===== src/rtl/tkc_pkg.sv =====
// shared types, constants and codes for the tile key lru cache
`default_nettype none
package tkc_pkg;

  localparam int ENTRIES     = 128;
  localparam int HANDLE_BITS = 16;
  localparam int IDX_W       = $clog2(ENTRIES);
  localparam int CNT_W       = $clog2(ENTRIES + 1);
  localparam int STAMP_W     = 32;
  localparam int KEY_W       = 45;
  localparam int CFG_W       = 8;
  localparam int CAPACITY_RESET = 100;

  // register indexes
  localparam logic [0:0] CFG_FETCH_ENABLE = 1'b0;
  localparam logic [0:0] CFG_CAPACITY     = 1'b1;

  // result status codes
  localparam logic [2:0] ST_HIT      = 3'd0;
  localparam logic [2:0] ST_MISS     = 3'd1;
  localparam logic [2:0] ST_INSERTED = 3'd2;
  localparam logic [2:0] ST_EVICTED  = 3'd3;
  localparam logic [2:0] ST_IGNORED  = 3'd4;

  localparam logic MODE_LOOKUP = 1'b0;

  typedef struct packed {
    logic        mode;
    logic [4:0]  zoom;
    logic [19:0] tile_x;
    logic [19:0] tile_y;
    logic [15:0] payload_handle;
  } in_req_t;

  typedef struct packed {
    logic [2:0]  status;
    logic [15:0] found_handle;
    logic [15:0] evicted_handle;
  } out_res_t;

  typedef struct packed {
    logic [KEY_W-1:0]       key;
    logic [HANDLE_BITS-1:0] handle;
    logic [STAMP_W-1:0]     stamp;
  } entry_t;

  typedef struct packed {
    logic start;
    logic scan_rd;
    logic commit;
  } ctrl_cmd_t;

  typedef struct packed {
    logic scan_last;
    logic out_free;
  } dp_status_t;

endpackage
`default_nettype wire


===== src/rtl/tkc_ctrl.sv =====
// request sequencer: accept, scan the entries, resolve and hand off
`default_nettype none
module tkc_ctrl (
  input  wire logic                clk,
  input  wire logic                rst_n,
  input  wire logic                in_valid,
  output logic                     in_stall,
  input  wire tkc_pkg::dp_status_t sts,
  output tkc_pkg::ctrl_cmd_t       cmd
);

  localparam logic [1:0] S_IDLE    = 2'd0;
  localparam logic [1:0] S_SCAN    = 2'd1;
  localparam logic [1:0] S_LAST    = 2'd2;
  localparam logic [1:0] S_RESOLVE = 2'd3;

  logic [1:0] state_r, state_nxt;

  always_comb begin
    state_nxt   = state_r;
    cmd.start   = 1'b0;
    cmd.scan_rd = 1'b0;
    cmd.commit  = 1'b0;
    case (state_r)
      S_IDLE: begin
        if (in_valid) begin
          cmd.start = 1'b1;
          state_nxt = S_SCAN;
        end
      end
      S_SCAN: begin
        cmd.scan_rd = 1'b1;
        if (sts.scan_last) begin
          state_nxt = S_LAST;
        end
      end
      // last read data lands in the trackers
      S_LAST: state_nxt = S_RESOLVE;
      S_RESOLVE: begin
        if (sts.out_free) begin
          cmd.commit = 1'b1;
          state_nxt  = S_IDLE;
        end
      end
      default: state_nxt = S_IDLE;
    endcase
  end

  always_ff @(posedge clk) begin
    if (!rst_n) begin
      state_r <= S_IDLE;
    end else begin
      state_r <= state_nxt;
    end
  end

  assign in_stall = (state_r != S_IDLE);

endmodule
`default_nettype wire


===== config.mk =====
export PLATFORM = sky130hd
export DESIGN_NAME = tkc_ctrl
export DESIGN_NICKNAME = d
export VERILOG_FILES = /design/src/rtl/tkc_pkg.sv /design/src/rtl/tkc_ctrl.sv
export SDC_FILE = /design/constraint.sdc
export NUM_CORES = 1
export LEC_CHECK = 0
export BUFFER_PORTS_ARGS = -buffer_cell sky130_fd_sc_hd__buf_2
export CAP_MARGIN = 0
export CORE_AREA = 2 2 39 41
export CTS_CLUSTER_DIAMETER = 200
export DETAILED_ROUTE_END_ITERATION = 10
export DIE_AREA = 0 0 41 43
export GPL_ROUTABILITY_DRIVEN = 1
export PLACE_DENSITY = 0.36
export SETUP_SLACK_MARGIN = 0.05
export SLEW_MARGIN = 20
export SYNTH_ARGS = -nofsm -noshare
export SYNTH_HDL_FRONTEND = slang
export SYNTH_SLANG_ARGS = --single-unit

===== constraint.sdc =====
create_clock -name clk -period 1.51 [get_ports clk]
set_input_delay 0.302 -clock clk [delete_from_list [all_inputs] [get_ports clk]]
set_output_delay 0.302 -clock clk [all_outputs]
set_load 0.03 [all_outputs]

**Yosys cells after proc, flatten, opt, wreduce, memory -nomap -nowiden**

Index checks and enable logic that the tools add are counted.

- Input bits: 5
- Output and inout bits: 4
- Register bits after elaboration: 2

- Muxes and demuxes: 9
- Reductions and logical operators: 3
- Equal/unequal tests: 6

Operators by type and width:

| cell | number |
|---|---|
| one-hot mux 2 bit (4 select lines) | 1 |
| 2-to-1 mux 2 bit | 3 |
| inequality test 2 bit, second input constant | 3 |
| 2-to-1 mux 1 bit | 5 |
| == test 2 bit, second input constant | 2 |
| AND reduction 3 bit | 1 |
| == test 2 x 1 -> 1 bit, second input constant | 1 |
| zero test 2 bit | 1 |
| nonzero test 2 bit | 1 |

**Depth between registers and ports, before layout**

Gate-level depths: netlist of the first run.

- Word-level depth: 3
- Depth in mapped cells: 4
- Depth with buffers taken out: 4

**Worst setup path before layout of the first run**

Ideal clock, no wire load.

- Path type: flip-flop to flip-flop
- From: register state_r[1]
- To: register state_r[0]
- Setup slack: 23 ps
- Stages on the path, launching flop included: 5
- Arrival: 1415 ps
- Path buffers: 0
- Path through: dfxtp_1 > inv_1 > ha_1 > a222oi_1 > mux2i_1

- Longest elaborated chain between the ends: 3

RTL lines:

| item | line | RTL |
|---|---|---|
| start: declaration | tkc_ctrl.sv:17 | `logic [1:0] state_r, state_nxt;` |
| start signal: assignment | tkc_ctrl.sv:53 | `state_r <= state_nxt;` |
| == test 2 x 1 -> 1 bit, or another cell as far along | tkc_ctrl.sv:24 | `case (state_r)` |
| inequality test 2 bit (no source line) | n/a |  |
| AND reduction 3 bit (no source line) | n/a |  |

Parallel ways exist; a longest one is shown, timed or not.
A chain may end at the register's enable or synchronous reset.

==> impl_metrics.json, run 1 <==
{
  "critPathKind": "flip-flop to output port",
  "arrival_ps": 1110,
  "slowest_stage": "dfxtp_4",
  "grt_pass1_wl_um": 545,
  "cts_buffers": 3,
  "startpoint_type": "flip-flop",
  "reg_top3": "state_r (2)",
  "drv_slew": 0,
  "coreArea_um2": 1380,
  "synth_top_cell_area_share_pct": 34.2,
  "hold_buffers": 0,
  "ant_nets": 0,
  "post_cts_buffers": 0,
  "avgSynthCellArea_um2": 8.30,
  "peakVddDrop_uv": 307,
  "ys_top_cells_by_area": "ha_1, dfxtp_1, inv_1",
  "status": "finished clean",
  "clk_path_buf_depth": 2,
  "p_sw_w": 0.000268,
  "p_sw_share_pct": 44.3,
  "seq_area_frac_synth_pct": 21.9,
  "drt_wl_total_um": 358,
  "cp_slowest_stage_delay_ps": 350,
  "muxShareOfSynthArea_pct": 11.0,
  "period_minus_slack_ps": 1410,
  "diodes": 0,
  "cts_resized": 2,
  "path_max_fanout": 4,
  "cp.required_ps": 1210,
  "drt-pass1-iter-count": 4,
  "routedWlPerCell_um": 7.02,
  "r2r_slack_ps": 200,
  "clk_latency_ps": 220,
  "post-route-drc-count": 0,
  "htree_levels": 1,
  "synth_simple_gate_area_share_pct": 12.3,
  "via_count": 175,
  "drv_cap": 0,
  "largest_reg_flops": 2,
  "place.gp.congestion": 0.635,
  "slew_headroom_pct": 82.0,
  "io_buffers": 8,
  "synth.net_count": 32,
  "clk_pin_slew_ps": 30,
  "power_frac_seq_pct": 19.6,
  "viasPerCell": 3.43,
  "initial_core_util_pct": 13.2,
  "die_area_um2": 1760,
  "clkPwrFrac_pct": 19.7,
  "syn_area_um2": 183,
  "fin_nets": 47,
  "intPower_w": 0.000337,
  "cts_tree": "yes",
  "worst_pin_slew_ps": 270,
  "rsz0062_at_grt": "true",
  "row_count": 14,
  "ioPinCount": 9,
  "drt-initial-drc-count": 7,
  "synth_top_family_by_area": "adder cells",
  "dp_slack_ps": 140,
  "clock_sinks": 2,
  "synth_top_cell_by_area": "ha_1",
  "synth_fa_ha_area_share_pct": 34.2,
  "fin_tns_setup_ps": 0,
  "hp-class": "primary input to flip-flop",
  "skew_ps": 3.21,
  "cellPowerDensity_nw_per_um2": 2010,
  "post-route-period-util_pct": 93.5,
  "ys_warn_count": 0,
  "largest_register": "state_r",
  "path_cells": "ha_1 > and2_2 > buf_2",
  "postSynthCellCount": 22,
  "antenna_found_initial": 0,
  "setup_slack_ps": 97.8,
  "grt_pass1_vias": 154,
  "ys_seq_elements": 2,
  "synth_compound_gate_area_share_pct": 8.22,
  "power_frac_comb_pct": 60.7,
  "setup_violations": 0,
  "grt_usage_pct": 4.71,
  "die_height_um": 43,
  "grt_max_degree": 5,
  "die_w_um": 41,
  "finalHoldViolations": 0,
  "layout-drive-gt1-share_pct": 57.1,
  "synthXorXnorAreaFrac_pct": 0,
  "ys_types": 9,
  "cts_root_buffer": "clkbuf_4",
  "grt-ovfl-total": 0,
  "max_freq_mhz": 708,
  "flow.area_growth_from_synthesis_pct": 65.1,
  "hpwlAfterDp_um": 284,
  "power.leakage_nw": 0.170,
  "cp-end-kind": "output port"
}
-- metrics by stage --
| step | hold slack (ps) | instances | utilization [%] | instance area (um2) | power, W |
|---|---|---|---|---|---|
| 2_1_floorplan | 448 | 22 | - | 185 | 0.000334 |
| 3_3_place_gp | 528 | 48 | 18.8 | 260 | 0.000455 |
| 3_5_place_dp | 510 | 48 | 18.8 | 260 | 0.000444 |
| 4_1_cts | 352 | 51 | 20.7 | 287 | 0.000579 |
| 5_1_grt | 380 | 51 | 21.8 | 302 | 0.000674 |
| 6_report | 355 | 51 | 21.8 | 302 | 0.000606 |
-- critical path, delay by kind of cell, from the launching register on --
family        cells  cell delay [ps]
fa+ha+maj         1              210
buf+inv           1              170
flops             1              350
simple gates      1              160
-- cell type report --
type                       count  area (um2)
tap                           16        20.0
fill                         159        1080
clock buffer                   3        22.5
inverter                       6        25.0
multi-input combinational     14         125
timing repair buffer          10        63.8
sequential                     2        45.0
-- Yosys cell counts --
| library cell | count |
|---|---|
| nor2_1 | 1 |
| dfxtp_1 | 2 |
| nand2_1 | 3 |
| inv_1 | 6 |
| ha_1 | 5 |
| a222oi_1 | 1 |
| and2_2 | 1 |
| o21ai_0 | 1 |
| mux2i_1 | 2 |
-- power by group through the flow --
| stage | Combinational (W) | Clock [W] | Sequential, W |
|---|---|---|---|
| floorplan | 0.000237 | 0 | 0.0000973 |
| global placement | 0.000348 | 0 | 0.000107 |
| detailed placement | 0.000340 | 0 | 0.000104 |
| CTS | 0.000349 | 0.000125 | 0.000105 |
| global route | 0.000419 | 0.000131 | 0.000124 |
| finish | 0.000367 | 0.000119 | 0.000119 |
-- per-layer routing --
layer	track usage, %	vias to the layer above	share of wire [%]
li1	-	94	-
met1	4.47	72	41
met2	7.50	9	50
met3	3.14	0	8.7
met4	2.00	0	0
met5	0	-	0
-- placed cells by master (no fill, tap or decap), types with 2 or more instances in the layout --
cell      netlist  routed
buf_2           0       6
buf_4           0       2
clkbuf_4        0       4
ha_1            5       4
inv_1           6       4
mux2i_1         2       2
nand2_1         3       3
-- kinds of logic (layout without fill, tap and decap cells) --
family / count (synthesis) / count (layout)
muxes: 2 / 2
buffers and inverters: 6 / 19
adders and majority gates: 5 / 5
DFF: 2 / 2
AOI/OAI and AO/OA: 2 / 2
and+or+nand+nor: 5 / 5
-- worst paths after layout --
path	startpoint	to	cells after the start
min	rst_n	state_r[0]	3
min reg2reg	state_r[0]	state_r[0]	2
max	state_r[0]	cmd[0]	3
max reg2reg	state_r[0]	state_r[1]	4
Power figures use the tool's default switching activity.
==> run 2, diff against run 1 <==
--- a/config.mk
+++ b/config.mk
@@ -13,6 +13,7 @@
 export DIE_AREA = 0 0 41 43
 export GPL_ROUTABILITY_DRIVEN = 1
 export PLACE_DENSITY = 0.36
+export REMOVE_ABC_BUFFERS = 1
 export SETUP_SLACK_MARGIN = 0.05
 export SLEW_MARGIN = 20
 export SYNTH_ARGS = -nofsm -noshare
==> run 2 against run 1 <==
  * First-iteration DRC count fell by 14%
  * Utilization decreased by 0.81 points
  * Sequential cell count unchanged
  * Clock skew fell by 3.1 ps
  * Power is 5.3% lower
  * Via count is 1.1% lower
  * Sequential share of layout area decreased by 0.28 points
  * Global-route usage rose by 0.40 points
  * Worst hold slack better by 13 ps
  * Die area is the same
  * Critical path type unchanged
  * Maximum frequency increased by 1.4%
==> impl_metrics.json, run 2 (synthesis results as in run 1) <==
{
  "reg_top3": "state_r (2)",
  "hp-start": "rst_n",
  "skew_ps": 0.132,
  "cellPowerDensity_nw_per_um2": 1980,
  "ant_nets": 0,
  "power.leakage_nw": 0.164,
  "gr-usage-met1_pct": 6.39,
  "crit_buf_inv": 1,
  "arrival_ps": 1090,
  "place.gp.congestion": 0.702,
  "ioPinCount": 9,
  "slew_headroom_pct": 82.2,
  "cts_tree": "yes",
  "row_count": 14,
  "path_cells": "ha_1 > and2_2 > buf_2",
  "design_area_um2": 290,
  "viasPerCell": 3.46,
  "grt-ovfl-total": 0,
  "worst_pin_slew_ps": 267,
  "clk_pin_slew_ps": 30,
  "fin_nets": 46,
  "cp.required_ps": 1210,
  "drv_cap": 0,
  "cts_buffers": 3,
  "cp-end-kind": "output port",
  "die_height_um": 43,
  "status": "finished clean",
  "hp-class": "primary input to flip-flop",
  "clk_latency_ps": 220,
  "clk_path_buf_depth": 2,
  "r2r-end": "state_r[0]",
  "die_w_um": 41,
  "post-route-drc-count": 0,
  "finalNonFillerCells": 50,
  "placed_area_um2": 250,
  "period_minus_slack_ps": 1390,
  "routedWlPerCell_um": 7.10,
  "dp_cells": 47,
  "post-route-period-util_pct": 92.2,
  "reg2regPathDepth": 5,
  "grt_busiest_layer": "met2",
  "r2r-start": "state_r[1]",
  "max_freq_mhz": 718,
  "peakVddDrop_uv": 584,
  "layout_commonest_cell": "buf_2",
  "flow.area_growth_from_synthesis_pct": 58.9,
  "coreArea_um2": 1380,
  "r2r_slack_ps": 180,
  "hold_end": "state_r[1]",
  "htree_levels": 1,
  "drt_wl_total_um": 355,
  "hold_buffers": 0,
  "grt_usage_pct": 5.11,
  "grt_max_degree": 5,
  "via_count": 173,
  "startpoint_type": "flip-flop",
  "io_buffers": 8,
  "worstHoldPathCells": 3,
  "critPathKind": "flip-flop to output port",
  "fin_tns_setup_ps": 0,
  "grt_pass1_vias": 174,
  "drt-pass1-iter-count": 4,
  "cts_root_buffer": "clkbuf_4",
  "setup_violations": 0,
  "diodes": 0,
  "layout-drive-gt1-share_pct": 52.9,
  "grt_util_met3_pct": 0,
  "globalRouteMet2Util_pct": 6.88,
  "slowest_stage": "dfxtp_2",
  "hpwlAfterDp_um": 275,
  "rsz0062_at_grt": "false",
  "drt-initial-drc-count": 6,
  "cp_slowest_stage_delay_ps": 330,
  "largest_register": "state_r",
  "largest_reg_flops": 2,
  "final_util_pct": 21.0,
  "finalHoldViolations": 0,
  "clock_sinks": 2,
  "p_total_w": 0.000574,
  "cpLargestDelayFamily": "flip-flops",
  "path_max_fanout": 4,
  "grt_pass1_wl_um": 600,
  "post_cts_buffers": 0,
  "drv_slew": 0,
  "initial_core_util_pct": 13.2,
  "die_area_um2": 1760,
  "final_cell_mix": "buf_2, inv_1, ha_1",
  "antenna_found_initial": 0
}
-- run 2: cell count changes in the layout (fill, tap and decap cells not counted), sizes merged --
| cell | change |
|---|---|
| clkbuf | -1 |
-- run 2: worst max-delay path by stage --
| stage | slack, ps | endpoint | depth (start not counted) | from |
|---|---|---|---|---|
| 2_1_floorplan | 20 | state_r[0] | 4 | state_r[1] |
| 3_3_place_gp | 130 | state_r[1] | 5 | state_r[0] |
| 3_5_place_dp | 140 | state_r[1] | 5 | state_r[1] |
| 4_1_cts | 50 | cmd[2] | 5 | state_r[0] |
| 5_1_grt | 60 | cmd[2] | 5 | state_r[0] |
| 6_report | 120 | cmd[0] | 3 | state_r[0] |
-- run 2: layer usage --
metal / vias up / routed length [um]
met3: 0 / 38
li1: 92 / -
met1: 70 / 184
met2: 11 / 132
met5: - / 0
met4: 0 / 0
-- run 2: area by class of cell --
| cell class | count | area (um2) |
|---|---|---|
| Clock buffer | 3 | 22.5 |
| Fill cell | 151 | 1090 |
| Inverter | 6 | 22.5 |
| Multi-Input combinational cell | 14 | 133 |
| Sequential cell | 2 | 42.5 |
| Tap cell | 16 | 20.0 |
| Timing Repair Buffer | 9 | 50.0 |
-- run 2: report_power, final --
part	internal (W)	switching [W]	leakage [nW]	total (W)
sequential	0.0000832	0.0000280	0.0172	0.000111
combinational	0.000141	0.000207	0.133	0.000348
clock	0.0000874	0.0000272	0.0138	0.000115
total	0.000312	0.000262	0.164	0.000574
-- run 2: worst min-delay path: cells and delay by family --
kind	cells	cell delay, ps
buf+inv	1	120
mux	1	50
simple gates	1	60
-- run 2: through the flow --
stage / hold slack, ps / setup slack [ps]
finish: 368 / 118
global route: 385 / 57.4
CTS: 358 / 54.3
detailed placement: 496 / 139
global placement: 501 / 126
floorplan: 448 / 22.9
-- run 2: repair_timing --
item | in CTS | in global routing
gates resized for setup | 3 | 4
setup endpoints to repair | 2 | 2
pin swaps | 0 | 1
